### config.mk
export PLATFORM = sky130hd
export DESIGN_NAME = tga_pixel_stream_decoder
export DESIGN_NICKNAME = d
export VERILOG_FILES = /design/src/design/tpsd_pkg.sv /design/src/design/tpsd_cfg_regs.sv /design/src/design/tpsd_step.sv /design/src/design/tga_pixel_stream_decoder.sv
export SDC_FILE = /design/constraint.sdc
export NUM_CORES = 1
export LEC_CHECK = 0
export BUFFER_PORTS_ARGS = -buffer_cell sky130_fd_sc_hd__buf_4
export CAP_MARGIN = 10
export CORE_ASPECT_RATIO = 1.75
export CORE_UTILIZATION = 42
export DETAILED_ROUTE_END_ITERATION = 16
export MAX_ROUTING_LAYER = met4
export SYNTH_ARGS = -nofsm -noshare
export SYNTH_HDL_FRONTEND = slang
export SYNTH_HIERARCHICAL = 1
export SYNTH_SLANG_ARGS = --single-unit
export TNS_END_PERCENT = 1
### constraint.sdc
create_clock -name clk -period 11.8 [get_ports clk]
set_clock_uncertainty 0.05 [all_clocks]
set_input_delay 0.59 -clock clk [delete_from_list [all_inputs] [get_ports clk]]
set_output_delay 0.59 -clock clk [all_outputs]
set_load 0.01 [all_outputs]
### src/design/tpsd_pkg.sv
// Package for the TGA pixel stream decoder: item structs, decoder state,
// configuration register indexes and phase codes. No dependencies.

package tpsd_pkg;

    localparam int CFG_INDEX_W = 2;
    localparam int CFG_DATA_W  = 32;

    localparam logic [CFG_INDEX_W-1:0] CFG_RUN_LENGTH_MODE  = 2'd0;
    localparam logic [CFG_INDEX_W-1:0] CFG_FOUR_BYTE_PIXELS = 2'd1;
    localparam logic [CFG_INDEX_W-1:0] CFG_TOTAL_PIXELS     = 2'd2;

    // Run bias subtracted from a run packet header
    localparam logic [7:0] RUN_BIAS = 8'd127;

    typedef enum logic [1:0] {
        PH_HEADER,
        PH_PIXEL,
        PH_DONE,
        PH_ERROR
    } phase_t;

    typedef struct packed {
        logic        run_length_mode;
        logic        four_byte_pixels;
        logic [31:0] total_pixels;
    } cfg_t;

    typedef struct packed {
        logic [7:0] data_byte;
        logic       start_of_image;
    } byte_item_t;

    typedef struct packed {
        logic [7:0] red;
        logic [7:0] green;
        logic [7:0] blue;
        logic [7:0] alpha;
        logic [7:0] repeat_res;
        logic       image_done;
        logic       overrun_error;
    } pixel_item_t;

    typedef struct packed {
        phase_t      phase;
        logic [7:0]  packet_pixels_left;
        logic        packet_is_run;
        logic [1:0]  byte_in_pixel;
        logic [31:0] colour_bytes;
        logic [31:0] pixels_done;
    } dec_state_t;

    localparam dec_state_t STATE_CLEAR = '{PH_HEADER, 8'd0, 1'b0, 2'd0, 32'd0, 32'd0};

    localparam cfg_t CFG_RESET = '{1'b1, 1'b0, 32'd1};

endpackage

### src/design/tpsd_cfg_regs.sv
// Configuration registers of the TGA pixel stream decoder.
// Depends on tpsd_pkg for the register indexes and cfg_t.

module tpsd_cfg_regs
    import tpsd_pkg::*;
(
    input  logic                   clk,
    input  logic                   rst_n,
    input  logic                   cfg_write,
    input  logic [CFG_INDEX_W-1:0] cfg_index,
    input  logic [CFG_DATA_W-1:0]  cfg_data,
    output cfg_t                   cfg
);

    cfg_t cfg_reg;
    cfg_t cfg_next;

    always_comb
    begin
        cfg_next = cfg_reg;
        if (cfg_write)
        begin
            unique case (cfg_index)
                CFG_RUN_LENGTH_MODE:  cfg_next.run_length_mode  = cfg_data[0];
                CFG_FOUR_BYTE_PIXELS: cfg_next.four_byte_pixels = cfg_data[0];
                CFG_TOTAL_PIXELS:     cfg_next.total_pixels     = cfg_data;
                default:              cfg_next = cfg_reg;  // unmapped index
            endcase
        end
    end

    always_ff @(posedge clk or negedge rst_n)
    begin
        if (!rst_n)
            cfg_reg <= CFG_RESET;
        else
            cfg_reg <= cfg_next;
    end

    assign cfg = cfg_reg;

endmodule

### src/design/tpsd_step.sv
// Per-byte decode step: packet header check, pixel byte assembly and
// result build. Pure combinational. Depends on tpsd_pkg.

module tpsd_step
    import tpsd_pkg::*;
(
    input  cfg_t        cfg,
    input  dec_state_t  state_cur,
    input  byte_item_t  item,
    output dec_state_t  state_next,
    output logic        has_result,
    output pixel_item_t result
);

    dec_state_t  eff;
    logic [7:0]  b;
    logic        is_hdr;
    logic [7:0]  hdr_count;
    logic        overrun;
    logic        hdr_err;
    logic        pixel_byte;
    logic [7:0]  p_left;
    logic        p_run;
    logic [1:0]  p_bip;
    logic [31:0] p_colour;
    logic [31:0] colour_w;
    logic [1:0]  last_byte;
    logic        pix_end;
    logic [7:0]  repeat_cnt;
    logic [7:0]  left_after;
    logic [32:0] done_sum;
    logic [31:0] done_sat;
    logic        img_done;
    phase_t      phase_next;
    phase_t      pix_phase;

    // start of image clears the state before this byte is looked at
    assign eff = item.start_of_image ? STATE_CLEAR : state_cur;
    assign b   = item.data_byte;

    assign is_hdr    = (eff.phase == PH_HEADER);
    assign hdr_count = !cfg.run_length_mode ? 8'd1 :
                       b[7] ? (b - RUN_BIAS) : (b + 8'd1);
    // count > pixels left  <=>  done + count > total (count is never zero)
    assign overrun   = ({1'b0, eff.pixels_done} + {25'd0, hdr_count})
                       > {1'b0, cfg.total_pixels};
    assign hdr_err   = is_hdr && overrun;

    // plain mode: header phase opens a one-pixel raw packet and takes the byte
    assign pixel_byte = (eff.phase == PH_PIXEL) ||
                        (is_hdr && !cfg.run_length_mode && !overrun);

    assign p_left   = is_hdr ? 8'd1  : eff.packet_pixels_left;
    assign p_run    = is_hdr ? 1'b0  : eff.packet_is_run;
    assign p_bip    = is_hdr ? 2'd0  : eff.byte_in_pixel;
    assign p_colour = is_hdr ? 32'd0 : eff.colour_bytes;

    always_comb
    begin
        colour_w = p_colour;
        case (p_bip)
            2'd0:    colour_w[7:0]   = b;
            2'd1:    colour_w[15:8]  = b;
            2'd2:    colour_w[23:16] = b;
            default: colour_w[31:24] = b;
        endcase
    end

    assign last_byte  = cfg.four_byte_pixels ? 2'd3 : 2'd2;
    assign pix_end    = (p_bip >= last_byte);
    assign repeat_cnt = p_run ? p_left : 8'd1;
    assign left_after = p_run ? 8'd0 : ((p_left != 8'd0) ? (p_left - 8'd1) : 8'd0);
    assign done_sum   = {1'b0, eff.pixels_done} + {25'd0, repeat_cnt};
    assign done_sat   = done_sum[32] ? 32'hFFFF_FFFF : done_sum[31:0];
    assign img_done   = (done_sat >= cfg.total_pixels);

    // next phase
    always_comb
    begin
        if (!pix_end)
            pix_phase = PH_PIXEL;
        else if (img_done)
            pix_phase = PH_DONE;
        else if (left_after != 8'd0)
            pix_phase = PH_PIXEL;
        else
            pix_phase = PH_HEADER;

        unique case (eff.phase)
            PH_HEADER:
            begin
                if (overrun)
                    phase_next = PH_ERROR;
                else if (cfg.run_length_mode)
                    phase_next = PH_PIXEL;
                else
                    phase_next = pix_phase;
            end
            PH_PIXEL: phase_next = pix_phase;
            PH_DONE:  phase_next = PH_DONE;
            PH_ERROR: phase_next = PH_ERROR;
            default:  phase_next = PH_ERROR;
        endcase
    end

    // datapath and result
    always_comb
    begin
        state_next       = eff;
        state_next.phase = phase_next;
        has_result       = 1'b0;
        result           = '0;

        if (hdr_err)
        begin
            has_result           = 1'b1;
            result.overrun_error = 1'b1;
        end
        else if (is_hdr && cfg.run_length_mode)
        begin
            state_next.packet_pixels_left = hdr_count;
            state_next.packet_is_run      = b[7];
            state_next.byte_in_pixel      = 2'd0;
            state_next.colour_bytes       = 32'd0;
        end
        else if (pixel_byte)
        begin
            state_next.packet_is_run = p_run;
            if (!pix_end)
            begin
                state_next.packet_pixels_left = p_left;
                state_next.byte_in_pixel      = p_bip + 2'd1;
                state_next.colour_bytes       = colour_w;
            end
            else
            begin
                state_next.packet_pixels_left = left_after;
                state_next.byte_in_pixel      = 2'd0;
                state_next.colour_bytes       = 32'd0;
                state_next.pixels_done        = done_sat;
                has_result                    = 1'b1;
                result.red                    = colour_w[23:16];
                result.green                  = colour_w[15:8];
                result.blue                   = colour_w[7:0];
                result.alpha                  = cfg.four_byte_pixels ? colour_w[31:24] : 8'd0;
                result.repeat_res             = repeat_cnt;
                result.image_done             = img_done;
            end
        end
    end

endmodule

### src/design/tga_pixel_stream_decoder.sv
// Top level of the TGA pixel stream decoder: input register, decoder state,
// result register. Uses tpsd_pkg, tpsd_cfg_regs and tpsd_step.
//
//  channel  direction  handshake                 payload
//  byte     in         byte_valid / byte_ready   byte_item  (byte_item_t)
//  pixel    out        pixel_valid / pixel_ready pixel_item (pixel_item_t)
//  cfg      in         cfg_write                 cfg_index, cfg_data
//
// One item per cycle sustained unless a stalled result holds it back; an item
// goes through the input register, then decode into the result register.
// The decode step uses 33-bit adds on the pixel counter (overrun check and count).
// Reset puts the decoder at the first packet header with counters cleared.
// A stalled result holds its item in the input register; items that give
// no result still advance while the result register waits.

module tga_pixel_stream_decoder
    import tpsd_pkg::*;
(
    input  logic                   clk,
    input  logic                   rst_n,
    input  logic                   byte_valid,
    output logic                   byte_ready,
    input  byte_item_t             byte_item,
    output logic                   pixel_valid,
    input  logic                   pixel_ready,
    output pixel_item_t            pixel_item,
    input  logic                   cfg_write,
    input  logic [CFG_INDEX_W-1:0] cfg_index,
    input  logic [CFG_DATA_W-1:0]  cfg_data
);

    cfg_t        cfg;
    logic        s1_valid_reg;
    byte_item_t  s1_item_reg;
    dec_state_t  state_reg;
    dec_state_t  state_next;
    logic        pixel_valid_reg;
    pixel_item_t pixel_item_reg;
    logic        step_has_result;
    pixel_item_t step_result;
    logic        step_fire;

    tpsd_cfg_regs u_cfg_regs (
        .clk       (clk),
        .rst_n     (rst_n),
        .cfg_write (cfg_write),
        .cfg_index (cfg_index),
        .cfg_data  (cfg_data),
        .cfg       (cfg)
    );

    tpsd_step u_step (
        .cfg        (cfg),
        .state_cur  (state_reg),
        .item       (s1_item_reg),
        .state_next (state_next),
        .has_result (step_has_result),
        .result     (step_result)
    );

    assign step_fire  = s1_valid_reg &&
                        (!pixel_valid_reg || pixel_ready || !step_has_result);
    assign byte_ready = !s1_valid_reg || step_fire;

    always_ff @(posedge clk or negedge rst_n)
    begin
        if (!rst_n)
        begin
            s1_valid_reg    <= 1'b0;
            state_reg       <= STATE_CLEAR;
            pixel_valid_reg <= 1'b0;
        end
        else
        begin
            if (byte_ready)
                s1_valid_reg <= byte_valid;
            if (step_fire)
                state_reg <= state_next;
            if (step_fire && step_has_result)
                pixel_valid_reg <= 1'b1;
            else if (pixel_ready)
                pixel_valid_reg <= 1'b0;
        end
    end

    always_ff @(posedge clk)
    begin
        if (byte_ready && byte_valid)
            s1_item_reg <= byte_item;
        if (step_fire && step_has_result)
            pixel_item_reg <= step_result;
    end

    assign pixel_valid = pixel_valid_reg;
    assign pixel_item  = pixel_item_reg;

endmodule

---- Word-level counts from Yosys, hierarchy flattened ----
Cells that the tools add are included.
storage, ports and cells
  bits in registers ....................... 164
  word-level logic and storage cells ...... 103
operators by class
  reductions and logical operators ........ 28
  equal/unequal tests ..................... 7
  add/sub/neg operators ................... 6
  muxes and demuxes ....................... 36
  $lt $le $gt $ge ......................... 3
  bitwise logic cells ..................... 3
operator list
  operator               number
  $mux W75               2
  $mux W32               4
  $mux W8                11
  $mux W77               1
  $add A32 B8 Y33        2
  $mux W43               1
  $mux W34               1
  $gt A33 B32 Y1         1
  $ge A32 B32 Y1         1
  $reduce_bool A8 Y1     2
  $mux W1                10
  $mux W2                5
  $add A8 B1 Y8 const B  1
  $eq A2 B2 Y1 const B   4
  $pmux W2 S4            1
  $sub A8 B1 Y8 const B  1
  $sub A8 B7 Y8 const B  1
  $logic_and A1 B1 Y1    7
  $eq A2 B1 Y1 const B   3
  $logic_not A2 Y1       3
  $reduce_and A2 Y1      3
  $logic_not A1 Y1       5
  $reduce_or A5 Y1       1
  $logic_or A1 B1 Y1     4
  6 further kinds        8

---- Longest topological paths before layout ----
Gate-level depths: netlist of run 1.
  word-level depth ........................ 16
  depth in mapped cells ................... 30
  mapped depth without buffers ............ 25

---- Hierarchy ----
Netlist of run 1, hierarchy kept.
by module, submodules not included
  module                    times used  cells an instance  area an instance (um^2)
  tpsd_step                 1           996                6142.1
  tga_pixel_stream_decoder  1           499                6013.3
  tpsd_cfg_regs             1           74                 1417.6

---- Least setup slack after synthesis of run 1 ----
Ideal clock, no wire load.
  path kind ............................... register to register
  start ................................... reg s1_item_reg[0] in the netlist's numbering
  end ..................................... reg pixel_item_reg, in the netlist pixel_item[0], enable pin
  period minus slack after synthesis ...... 7.822 ns
  library setup time ...................... 0.441 ns
  path slack .............................. 3.978 ns
  stages on the path, launching flop included .. 28
  arrival time ............................ 7.331 ns
  cells stage by stage .................... edfxtp_1 > buf_6 > clkbuf_1 > clkbuf_1 > clkbuf_1 > nor2b_1 > ha_1 > o211ai_1 > o211ai_1 > nand2_2 > or4_1 > clkbuf_1 > nor3_1 > nand3_1 > xor2_1 > nor2_1 > ha_1 > a21oi_1 > or2_2 > a31oi_1 > o21ai_0 > a31oi_1 > o21ai_0 > nand2_1 > buf_2 > buf_2 > nand2_1 > nor2_1
on the way
  longest elaborated chain between the ends .. 13
ends and longest elaborated chain
  item                      RTL line                        source
  start: declaration        tga_pixel_stream_decoder.sv:34  byte_item_t s1_item_reg;
  start signal: assignment  tga_pixel_stream_decoder.sv:89  s1_item_reg <= byte_item;
  $mux W77 *                tpsd_step.sv:38                 assign eff = item.start_of_image ? STATE_CLEAR : state_cur;
  $add A32 B8 Y33           tpsd_step.sv:45                 assign overrun = ({1'b0, eff.pixels_done} + {25'd0, hdr_count})
  $gt A33 B32 Y1            tpsd_step.sv:46                 > {1'b0, cfg.total_pixels};
  $logic_not A1 Y1          tpsd_step.sv:51                 (is_hdr && !cfg.run_length_mode && !overrun);
  $logic_and A1 B1 Y1       tpsd_step.sv:51
  $logic_or A1 B1 Y1        tpsd_step.sv:50                 assign pixel_byte = (eff.phase == PH_PIXEL) ||
  $mux W1                   tpsd_step.sv:126                else if (pixel_byte)
  $mux W1                   tpsd_step.sv:119                else if (is_hdr && cfg.run_length_mode)
  $mux W1 *                 tpsd_step.sv:114                if (hdr_err)
  net step_has_result       tga_pixel_stream_decoder.sv:39  logic step_has_result;
  $logic_not A1 Y1          tga_pixel_stream_decoder.sv:62  (!pixel_valid_reg || pixel_ready || !step_has_result);
  $logic_or A1 B1 Y1        tga_pixel_stream_decoder.sv:62
  $logic_and A1 B1 Y1       tga_pixel_stream_decoder.sv:61  assign step_fire = s1_valid_reg &&
  $logic_and A1 B1 Y1 *     tga_pixel_stream_decoder.sv:90  if (step_fire && step_has_result)
  end signal: assignment    tga_pixel_stream_decoder.sv:91  pixel_item_reg <= step_result;
  end: declaration          tga_pixel_stream_decoder.sv:38  pixel_item_t pixel_item_reg;
The timed path passes the listed nets; every way through them passes the cells marked *.
A chain may end at the register's enable or synchronous reset.

---- Worst setup path in the final report of run 1 ----
  start ................................... reg s1_item_reg[5] in the netlist's numbering
  end ..................................... reg state_reg[72] in the netlist's numbering
on the way
  longest elaborated chain between the ends .. 14
ends and longest elaborated chain
  item                                            RTL line                        source
  $add A8 B1 Y8 or $sub A8 B7 Y8 (tied branches)  tpsd_step.sv:43                 b[7] ? (b - RUN_BIAS) : (b + 8'd1);
  $mux W8 *                                       tpsd_step.sv:43
  $mux W8 *                                       tpsd_step.sv:42                 assign hdr_count = !cfg.run_length_mode ? 8'd1 :
  $add A32 B8 Y33 *                               tpsd_step.sv:45
  $gt A33 B32 Y1 *                                tpsd_step.sv:46
  $logic_not A1 Y1                                tpsd_step.sv:51
  $logic_and A1 B1 Y1                             tpsd_step.sv:51
  $logic_or A1 B1 Y1                              tpsd_step.sv:50
  $mux W1                                         tpsd_step.sv:126
  $mux W1                                         tpsd_step.sv:119
  $mux W1 *                                       tpsd_step.sv:114
  net step_has_result                             tga_pixel_stream_decoder.sv:39
  $logic_not A1 Y1 *                              tga_pixel_stream_decoder.sv:62
  $logic_or A1 B1 Y1 *                            tga_pixel_stream_decoder.sv:62
  $logic_and A1 B1 Y1 *                           tga_pixel_stream_decoder.sv:61
  end signal: assignment                          tga_pixel_stream_decoder.sv:78  state_reg <= state_next;
  end: declaration                                tga_pixel_stream_decoder.sv:35  dec_state_t state_reg;
Marks and branches as above.

==> results of run 1 <==
placed cells by master (no fill, tap or decap), types with 4 or more instances in the layout:
master,n
o211ai_1,52
a221o_1,4
xor2_1,23
and3_1,10
mux2_2,13
nand2b_1,83
a211oi_1,8
ha_1,87
o21ai_0,49
or4_1,4
mux2_4,30
dfrtp_1,109
o21a_1,9
nand2_1,203
xnor2_1,32
inv_6,4
a211o_1,4
or3_1,7
clkbuf_16,17
clkinvlp_4,4
o211ai_2,30
nor4b_1,4
nor4_1,9
nor2_1,115
nor3_1,54
inv_1,50
a21oi_1,88
nand4_1,21
and2_1,16
a31oi_1,20
nand4b_1,78
o22ai_1,37
buf_4,110
nor2b_1,35
mux2i_1,4
a21o_1,12
edfxtp_1,51
or2_2,8
nand3_1,28
synthesized netlist by cell type (all sizes together) (4+ instances only):
| library cell | number |
|---|---|
| nor3 | 56 |
| buf | 48 |
| ha | 87 |
| and3 | 10 |
| a221o | 4 |
| or3 | 7 |
| o21ai | 52 |
| clkbuf | 71 |
| mux2i | 4 |
| a211o | 4 |
| nor2b | 35 |
| edfxtp | 51 |
| o21a | 9 |
| nand3b | 4 |
| nand2 | 205 |
| xor2 | 23 |
| a21o | 12 |
| nor4b | 5 |
| mux2 | 43 |
| nand2b | 85 |
| nor4 | 10 |
| or2 | 10 |
| nand3 | 28 |
| inv | 50 |
| nand4b | 79 |
| nor2 | 117 |
| a21oi | 89 |
| a31oi | 21 |
| a211oi | 9 |
| nand4 | 21 |
| and2 | 16 |
| o211ai | 82 |
| o22ai | 37 |
| xnor2 | 32 |
| or4 | 5 |
| dfrtp | 111 |
final cells by class:
| cell class | count | area (um^2) | area share |
|---|---|---|---|
| Sequential cell | 164 | 4370 | 0.292 |
| Tap cell | 396 | 495 | 0.0332 |
| Timing Repair Buffer | 112 | 858 | 0.0574 |
| Multi-Input combinational cell | 1235 | 8460 | 0.566 |
| Clock inverter | 15 | 144 | 0.00963 |
| Inverter | 51 | 191 | 0.0128 |
| Clock buffer | 17 | 425 | 0.0285 |
worst paths after layout:
path | end | slack [ns] | cells past startpoint | from
setup reg to reg | state_reg[72] | 3.22 | 24 | s1_item_reg[5]
setup / recovery | state_reg[72] | 3.22 | 24 | s1_item_reg[5]
max in group asynchronous | s1_valid_reg | 10.15 | 2 | rst_n
hold reg to reg | u_cfg_regs/cfg[26] | 0.46 | 1 | u_cfg_regs/cfg[26]
min in group clk | s1_item_reg[4] | 0.26 | 1 | byte_item[4]
hold / removal | state_reg[67] | 0.14 | 1 | rst_n
routing by layer:
layer	share of wire	GRT usage	vias to the layer above
li1	-	-	5701
met1	0.39	0.319	5964
met2	0.51	0.466	474
met3	0.042	0.0328	149
met4	0.058	0.171	0
met5	0	-	-
kinds of logic after synthesis:
kind of cell,count (synthesis),synth area share
AND/OR/NAND/NOR,701,0.279
AO/OA/AOI/OAI,343,0.177
buffers and inverters,170,0.0572
flip-flops,164,0.321
adder cells (fa/ha/maj),89,0.0831
XOR/XNOR,55,0.0355
multiplexers,47,0.0469
metrics by stage:
| stage | worst slack [ns] | instance area (um^2) |
|---|---|---|
| 2_1_floorplan | 3.98 | 13600 |
| 3_3_place_gp | 3.57 | 14300 |
| 3_5_place_dp | 3.42 | 14300 |
| 4_1_cts | 3.40 | 14900 |
| 5_1_grt | 2.84 | 14900 |
| 6_report | 3.22 | 14900 |
power groups by stage:
stage / clock (mW) / sequential [mW] / combinational [mW]
final: 0.560 / 0.677 / 0.310
after global routing: 0.592 / 0.683 / 0.341
after CTS: 0.573 / 0.677 / 0.310
after detailed placement: 0 / 0.688 / 0.308
after global placement: 0 / 0.687 / 0.303
after floorplan: 0 / 0.659 / 0.227
==> results.json, run 1 <==
{
  "status": "finished, final reports clean",
  "startpoint_type": "flip-flop",
  "crit_family": "simple AND/OR/NAND/NOR gates",
  "max_slew_margin": 0.311,
  "p_leak_nw": 6.24,
  "power.share.clock": 0.362,
  "period_minus_slack_ns": 8.58,
  "arrival_ns": 8.83,
  "stdcell_count": 1990,
  "die_area_mm2": 0.0331,
  "syn_nets": 1706,
  "finalHoldViolCount": 0,
  "dr.first_iter.drc_count": 1053,
  "finalWirelength_um": 44000,
  "min_path_type": "primary input to async pin",
  "hpwl_um": 30600,
  "holdBufCountCts": 0,
  "antenna_cells": 0,
  "yosys-top-cells-area": "dfrtp_1 20%, edfxtp_1 11%, ha_1 8.0%, nand2_1 5.6%, nand4b_1 5.0%",
  "synth_top_area_frac": 0.205,
  "cp.buffers_inverters": 1,
  "port_buffers": 91,
  "synth_edf_count": 51,
  "antenna_found_initial": 0,
  "peakVddDrop_uv": 112,
  "wl_per_cell_um": 22.1,
  "viasPerCell": 6.17,
  "cp-end-kind": "flip-flop",
  "finalNetCount": 1718,
  "final_layout_size_suffix_gt1_frac": 0.157,
  "crit_required_ns": 12.04,
  "rows": 86,
  "clkTransAtPathRegs_ns": 0.07,
  "firstDrtPassIters": 6,
  "grt_pass1_wl_um": 68200,
  "timing.fmax_ghz": 0.117,
  "critPathMaxStageDelay_ns": 0.89,
  "die_h_um": 240,
  "clock_tree.buffer_depth": 2,
  "finalSetupTns_ns": 0,
  "gp_congestion": 0.953,
  "cts_buffers": 17,
  "insertion_delay_ns": 0.46,
  "crit_type": "flip-flop to flip-flop",
  "min_period_over_period": 0.727,
  "worst_pin_slew_ns": 1.03,
  "core_mm2": 0.0316,
  "synth_seq_area_share": 0.321,
  "cts_root_buffer": "clkbuf_16",
  "synth_cell_types": 83,
  "final_antenna_net_count": 0,
  "fillers": 3148,
  "synth.largest_area_cell": "dfrtp_1",
  "fin_util": 0.472,
  "cpMaxStageDelayCell": "nand2_2",
  "grt_util_all_layers": 0.281,
  "ys_warn_count": 6,
  "post-place-cells": 1957,
  "synthArstFlopShare": 0.689,
  "syn_area_per_cell_um2": 8.65,
  "worstPathMaxFanout": 64,
  "p_int_mw": 1.05,
  "initial_core_util": 0.429,
  "ys_ff_latch": 164,
  "htreeDepth": 4,
  "cts_tree": "done",
  "synth_ff_type": "dfrtp_1",
  "fin_hold_ws_ns": 0.139,
  "postCtsSetupBuffers": 0,
  "drv_slew": 0,
  "p_per_area_mw_per_mm2": 104,
  "io_pins": 92,
  "path_cells": "nand3_1 > nor2_1 > xor2_1 > and2_1 > ha_1 > o211ai_1 > o211ai_1 > nand2_2 > or4_1 > nor3_1 > nand3_1 > xor2_1 > nor2_1 > ha_1 > a21oi_1 > or2_2 > a31oi_1 > o21ai_0 > a31oi_1 > o21ai_0 > nand2_2 > and3b_2 > buf_4 > o211ai_1",
  "largest_reg_flops": 77,
  "grt_pass1_vias": 12083,
  "pwr-share-seq": 0.437,
  "crit_top_cell": "o211ai_1",
  "cts_resized": 0,
  "combPwrFrac": 0.200,
  "syn_area_mm2": 0.0136,
  "p_sw_uw": 497,
  "drcViolationCount": 0,
  "max-cap-violations": 0,
  "area_delta_synth_final_pct": 10.1,
  "cts.sinks": 164,
  "power_mw": 1.55,
  "die_w_um": 138,
  "grt_max_degree": 83,
  "grt_setup_unrepaired": "false",
  "synthCells": 1569,
  "setup_violations": 0,
  "p_sw_frac": 0.321,
  "via_count": 12288,
  "gr-total-overflow": 0
}
Note: power is estimated with default switching activity, not from simulation.
==> inputs of run 2 (changes only) <==
Clock period 11.8 ns to 7.8 ns, I/O delays scaled along.
==> run 2 against run 1 <==
Compared with the run above:
- flip-flop and latch count unchanged
- setup slack got worse by 2.5 ns
- final area increased by 0.64%
- critical path depth increased by 1
- clock power increased by 55%
- wire length increased by 4.3%
- sequential power increased by 51%
- power increased by 54%
- sequential share of layout area decreased by 0.18 points
- critical path type unchanged
- critical endpoint is now pixel_item[2]
==> results.json, run 2 (same netlist as run 1, synthesis figures left out) <==
{
  "holdPathStages": 1,
  "clkTransAtPathRegs_ns": 0.07,
  "cp-end-kind": "flip-flop",
  "antenna_cells": 0,
  "grt_util_all_layers": 0.295,
  "final_antenna_net_count": 0,
  "regToRegSetupSlack_ns": 0.69,
  "cts_tree": "done",
  "die_w_um": 138,
  "crit_type": "flip-flop to flip-flop",
  "cts_root_buffer": "clkbuf_16",
  "p_per_area_mw_per_mm2": 158,
  "wl_per_cell_um": 22.9,
  "finalSetupTns_ns": 0,
  "initial_core_util": 0.429,
  "stdcell_count": 2001,
  "p_leak_nw": 6.30,
  "area_delta_synth_final_pct": 10.8,
  "setup_violations": 0,
  "via_count": 12542,
  "htreeDepth": 4,
  "hpwl_um": 32200,
  "cts_buffers": 17,
  "grt_pass1_vias": 12087,
  "dr.first_iter.drc_count": 1014,
  "antenna_found_initial": 0,
  "fin_hold_ws_ns": 0.0681,
  "min_to": "s1_item_reg[8]",
  "drcViolationCount": 0,
  "postCtsSetupBuffers": 0,
  "finalWirelength_um": 45900,
  "worstPathMaxFanout": 79,
  "period_minus_slack_ns": 7.11,
  "drv_slew": 0,
  "largest_reg_flops": 77,
  "min_period_over_period": 0.912,
  "power_mw": 2.38,
  "post-place-cells": 1968,
  "finalNetCount": 1729,
  "rows": 86,
  "arrival_ns": 7.16,
  "rr_startpoint": "s1_item_reg[0]",
  "final_layout_size_suffix_gt1_frac": 0.163,
  "worst_pin_slew_ns": 1.04,
  "max-cap-violations": 0,
  "hold_start": "byte_item[8]",
  "crit_required_ns": 7.84,
  "multi_input_area_mm2": 0.00847,
  "regArea_mm2": 0.00437,
  "grt_max_degree": 104,
  "die_area_mm2": 0.0331,
  "fillers": 3167,
  "min_path_type": "primary input to flip-flop",
  "gr-total-overflow": 0,
  "final_cell_mix": "203 x nand2_1, 120 x buf_4, 115 x nor2_1, 109 x dfrtp_1, 88 x a21oi_1",
  "grt_pass1_wl_um": 70600,
  "status": "finished, final reports clean",
  "clock_tree.buffer_depth": 2,
  "timing.fmax_ghz": 0.141,
  "peakVddDrop_uv": 167,
  "rr_endpoint": "pixel_item[2]",
  "core_mm2": 0.0316,
  "port_buffers": 91,
  "startpoint_type": "flip-flop",
  "ff2ff_path_depth": 25,
  "viasPerCell": 6.27,
  "gp_congestion": 0.954,
  "grt_setup_unrepaired": "false",
  "io_pins": 92,
  "cts.sinks": 164,
  "die_h_um": 240,
  "max_slew_margin": 0.308,
  "insertion_delay_ns": 0.46,
  "firstDrtPassIters": 6,
  "finalHoldViolCount": 0,
  "final_common_cell": "nand2_1"
}
==> run 2: cell count changes in the layout (fill, tap and decap cells not counted), moves of 2 or more <==
| cell | before | now |
|---|---|---|
| inv_8 | 2 | 0 |
| buf_4 | 110 | 120 |
| clkinvlp_4 | 4 | 1 |
| clkinv_2 | 1 | 4 |
==> run 2: how the worst max path moves through the flow <==
stage | startpoint | to | slack, ns | cells after the start
floorplan | s1_item_reg[0] | pixel_item[0] | 0.67 | 27
global route | s1_item_reg[0] | pixel_item[6] | 0.22 | 25
global placement | s1_item_reg[0] | pixel_item[2] | 0.67 | 25
detailed placement | s1_item_reg[0] | pixel_item[2] | 0.60 | 25
finish | s1_item_reg[0] | pixel_item[2] | 0.69 | 25
CTS | s1_item_reg[0] | pixel_item[2] | 0.52 | 25
==> run 2: report_power, final <==
group / switching, mW / leakage, nW / internal [mW]
Sequential: 0.0751 / 1.99 / 0.945
Combinational: 0.286 / 4.03 / 0.202
Clock: 0.395 / 0.286 / 0.475
==> run 2: repair_timing <==
item                                    4_1_cts  5_1_grt
hold endpoints to repair                     52        0
hold buffers                                  1        0
endpoints found under the setup margin        0       42
resized for setup                             0        1
==> run 2: final cells by class <==
type | count | share of cell area
Timing Repair Buffer | 123 | 0.0626
Multi-Input combinational cell | 1235 | 0.563
Sequential cell | 164 | 0.290
Inverter | 51 | 0.0127
Clock inverter | 14 | 0.00990
Clock buffer | 18 | 0.0285
Tap cell | 396 | 0.0329
==> run 2: per-layer routing <==
metal	up-vias	track usage	wire [um]
li1	5729	-	-
met1	6130	0.330	17500
met2	533	0.490	23000
met3	150	0.0334	2280
met4	0	0.190	3170
met5	-	-	0
==> run 2: through the flow <==
step / setup slack [ns] / util / area [um^2]
2_1_floorplan: 0.674 / - / 13600
3_3_place_gp: 0.669 / 0.457 / 14400
3_5_place_dp: 0.597 / 0.457 / 14400
4_1_cts: 0.524 / 0.475 / 15000
5_1_grt: 0.224 / 0.475 / 15000
6_report: 0.688 / 0.475 / 15000
==> run 2: critical path, stage by stage, from the launching register on <==
cell	delay, ns
edfxtp_1	0.75
clkinv_1	0.18
nand2_1	0.17
inv_1	0.13
ha_1	0.30
a21o_1	0.15
a21oi_1	0.21
o21bai_1	0.12
a2111oi_0	0.63
buf_4	0.23
nor4_1	0.05
buf_4	0.17
and4_1	0.20
xnor2_1	0.15
nor2_1	0.06
ha_1	0.27
nand4_1	0.23
nor4_1	0.37
nand3_1	0.13
a31oi_1	0.36
o21ai_0	0.19
nand2_2	0.13
buf_6	0.57
nand2_1	0.27
nor2_4	0.12
buf_4	0.48
==> inputs of run 3 (changes only) <==
Settings changed: BUFFER_PORTS_ARGS -buffer_cell sky130_fd_sc_hd__buf_4 to not set, CTS_BUF_LIST set to sky130_fd_sc_hd__clkbuf_8, DONT_BUFFER_PORTS set to 1.
==> run 3 against run 2 <==
Compared with the run above:
- first-iteration DRC count fell by 3.4%
- clock power shrank 22%
- final cell count shrank 2.7%
- utilization fell by 1.4 points
- combinational power shrank 3%
- wire length down 1.5%
- global-route usage is 0.40 points lower
- sequential share of layout area increased by 0.89 points
- power down 8.5%
- fmax shrank 3.6%
- flip-flop and latch count is the same
- highest routed layer unchanged
==> results.json, run 3 (same netlist as run 1, synthesis figures left out) <==
{
  "status": "finished, final reports clean",
  "insertion_delay_ns": 0.54,
  "viasPerCell": 6.25,
  "grt_pass1_wl_um": 69700,
  "gp_congestion": 0.956,
  "setup_violations": 0,
  "final_layout_size_suffix_gt1_frac": 0.105,
  "fillers": 3139,
  "ff2ff_path_depth": 24,
  "largest_reg_flops": 77,
  "die_h_um": 240,
  "htreeDepth": 4,
  "gr-total-overflow": 0,
  "cts_buffers": 17,
  "wl_per_cell_um": 23.3,
  "crit_cells": 24,
  "grt.busiest_layer": "met2",
  "die_area_mm2": 0.0331,
  "final_common_cell": "nand2_1",
  "fin_area_mm2": 0.0146,
  "cts_tree": "done",
  "drcViolationCount": 0,
  "finalWirelength_um": 45200,
  "cts_root_buffer": "clkbuf_8",
  "arrival_ns": 6.94,
  "rows": 86,
  "dr.first_iter.drc_count": 980,
  "crit_type": "flip-flop to output port",
  "holdPathStages": 2,
  "max-cap-violations": 0,
  "antenna_found_initial": 1,
  "cts.sinks": 164,
  "initial_core_util": 0.429,
  "p_leak_nw": 5.93,
  "regArea_mm2": 0.00437,
  "cpMaxStageDelayCell": "or4_1",
  "p_per_area_mw_per_mm2": 149,
  "peakVddDrop_uv": 138,
  "grt_util_met1": 0.326,
  "grt_max_degree": 114,
  "grt_use_met2": 0.488,
  "hpwl_um": 30900,
  "crit_required_ns": 7.36,
  "period_minus_slack_ns": 7.38,
  "port_buffers": 0,
  "cp.buffers_inverters": 1,
  "worstPathMaxFanout": 78,
  "min_path_type": "primary input to flip-flop",
  "final_cell_mix": "203 x nand2_1, 115 x nor2_1, 109 x dfrtp_1, 88 x a21oi_1, 87 x ha_1",
  "area_delta_synth_final_pct": 7.52,
  "timing.fmax_ghz": 0.136,
  "path_cells": "ha_1 > nand3_1 > nor2_1 > xor2_1 > and2_1 > ha_1 > nand2_1 > a211oi_4 > nand2_2 > or4_1 > nor3_1 > nand3_1 > xor2_1 > nor2_1 > ha_1 > a21oi_1 > or2_2 > a31oi_1 > o21ai_0 > a31oi_1 > o21ai_0 > nand2_2 > clkbuf_8 > nand3_1",
  "max_slew_margin": 0.213,
  "die_w_um": 138,
  "startpoint_type": "flip-flop",
  "core_mm2": 0.0316,
  "multi_input_area_mm2": 0.00846,
  "via_count": 12162,
  "regToRegSetupSlack_ns": 0.80,
  "finalHoldViolCount": 0,
  "placed_cell_area_mm2": 0.0137,
  "drv_slew": 0,
  "grt_util_all_layers": 0.291,
  "critPathMaxStageDelay_ns": 0.70,
  "crit_family": "simple AND/OR/NAND/NOR gates",
  "io_pins": 92,
  "final_antenna_net_count": 0,
  "fin_hold_ws_ns": 0.0473,
  "finalNetCount": 1673,
  "worst_pin_slew_ns": 1.18,
  "firstDrtPassIters": 5,
  "clkTransAtPathRegs_ns": 0.11,
  "cp-end-kind": "output port",
  "clock_tree.buffer_depth": 2,
  "grt_pass1_vias": 12023,
  "grt_use_met3": 0.0311,
  "min_period_over_period": 0.946
}
## run 3: power by group
group	switching (mW)	internal [mW]
combinational	0.274	0.198
sequential	0.0780	0.945
clock	0.408	0.273
## run 3: path summary, 6_finish.rpt
check,end,from
worst max-delay path,byte_ready,s1_item_reg[1]
min in group asynchronous,state_reg[59],rst_n
worst min register to register,u_cfg_regs/cfg[26],u_cfg_regs/cfg[26]
worst max register to register,state_reg[76],s1_item_reg[0]
worst min-delay path,state_reg[50],pixel_ready
max in group asynchronous,state_reg[29],rst_n
## run 3: worst reg2reg max path, cell delays in order, from the launching register on
cell	delay (ns)
edfxtp_1	0.84
o21bai_4	0.27
nor2_1	0.13
nand2_1	0.11
ha_1	0.21
inv_1	0.07
fa_1	0.37
nor2b_1	0.28
nor4_1	0.08
nor4_1	0.63
a21oi_1	0.14
buf_4	0.22
nor3_1	0.42
nand4_1	0.18
mux2i_1	0.25
nor2_1	0.09
ha_1	0.28
nand4_1	0.13
nor3_1	0.36
nor4b_1	0.64
a21oi_1	0.14
o41a_1	0.47
o21ai_0	0.27
nand2_1	0.08
o211ai_1	0.21
## run 3: repair_timing
| item | 4_1_cts | 5_1_grt |
|---|---|---|
| hold buffers | 46 | 0 |
| endpoints found under the hold margin | 180 | 0 |
| setup buffers | 0 | 0 |
| resized for setup | 0 | 2 |
| setup endpoints to repair | 0 | 1 |
## run 3: per-layer routing
layer	up-vias	routed length, um
li1	5602	-
met3	136	1840
met2	474	23300
met5	-	0
met1	5950	17600
met4	0	2560
## run 3: cell type report
class / instances / area share
multi-input cells: 1235 / 0.580
flip-flops and latches: 164 / 0.299
repair buffers: 67 / 0.0448
well taps: 396 / 0.0340
clock buffers: 17 / 0.0160
inverters: 51 / 0.0131
clock inverters: 15 / 0.0128
diodes: 1 / 0.000171
## run 3: per-stage QoR
| stage | cells | TNS, ns | total power [mW] | util | worst slack [ns] |
|---|---|---|---|---|---|
| 2_1_floorplan | 1569 | 0 | 1.34 | - | 0.674 |
| 3_3_place_gp | 1867 | 0 | 1.46 | 0.433 | 0.987 |
| 3_5_place_dp | 1867 | 0 | 1.47 | 0.433 | 0.818 |
| 4_1_cts | 1945 | 0 | 2.19 | 0.461 | 0.183 |
| 5_1_grt | 1946 | -0.00353 | 2.28 | 0.461 | -0.00353 |
| 6_report | 1946 | 0 | 2.18 | 0.461 | 0.422 |
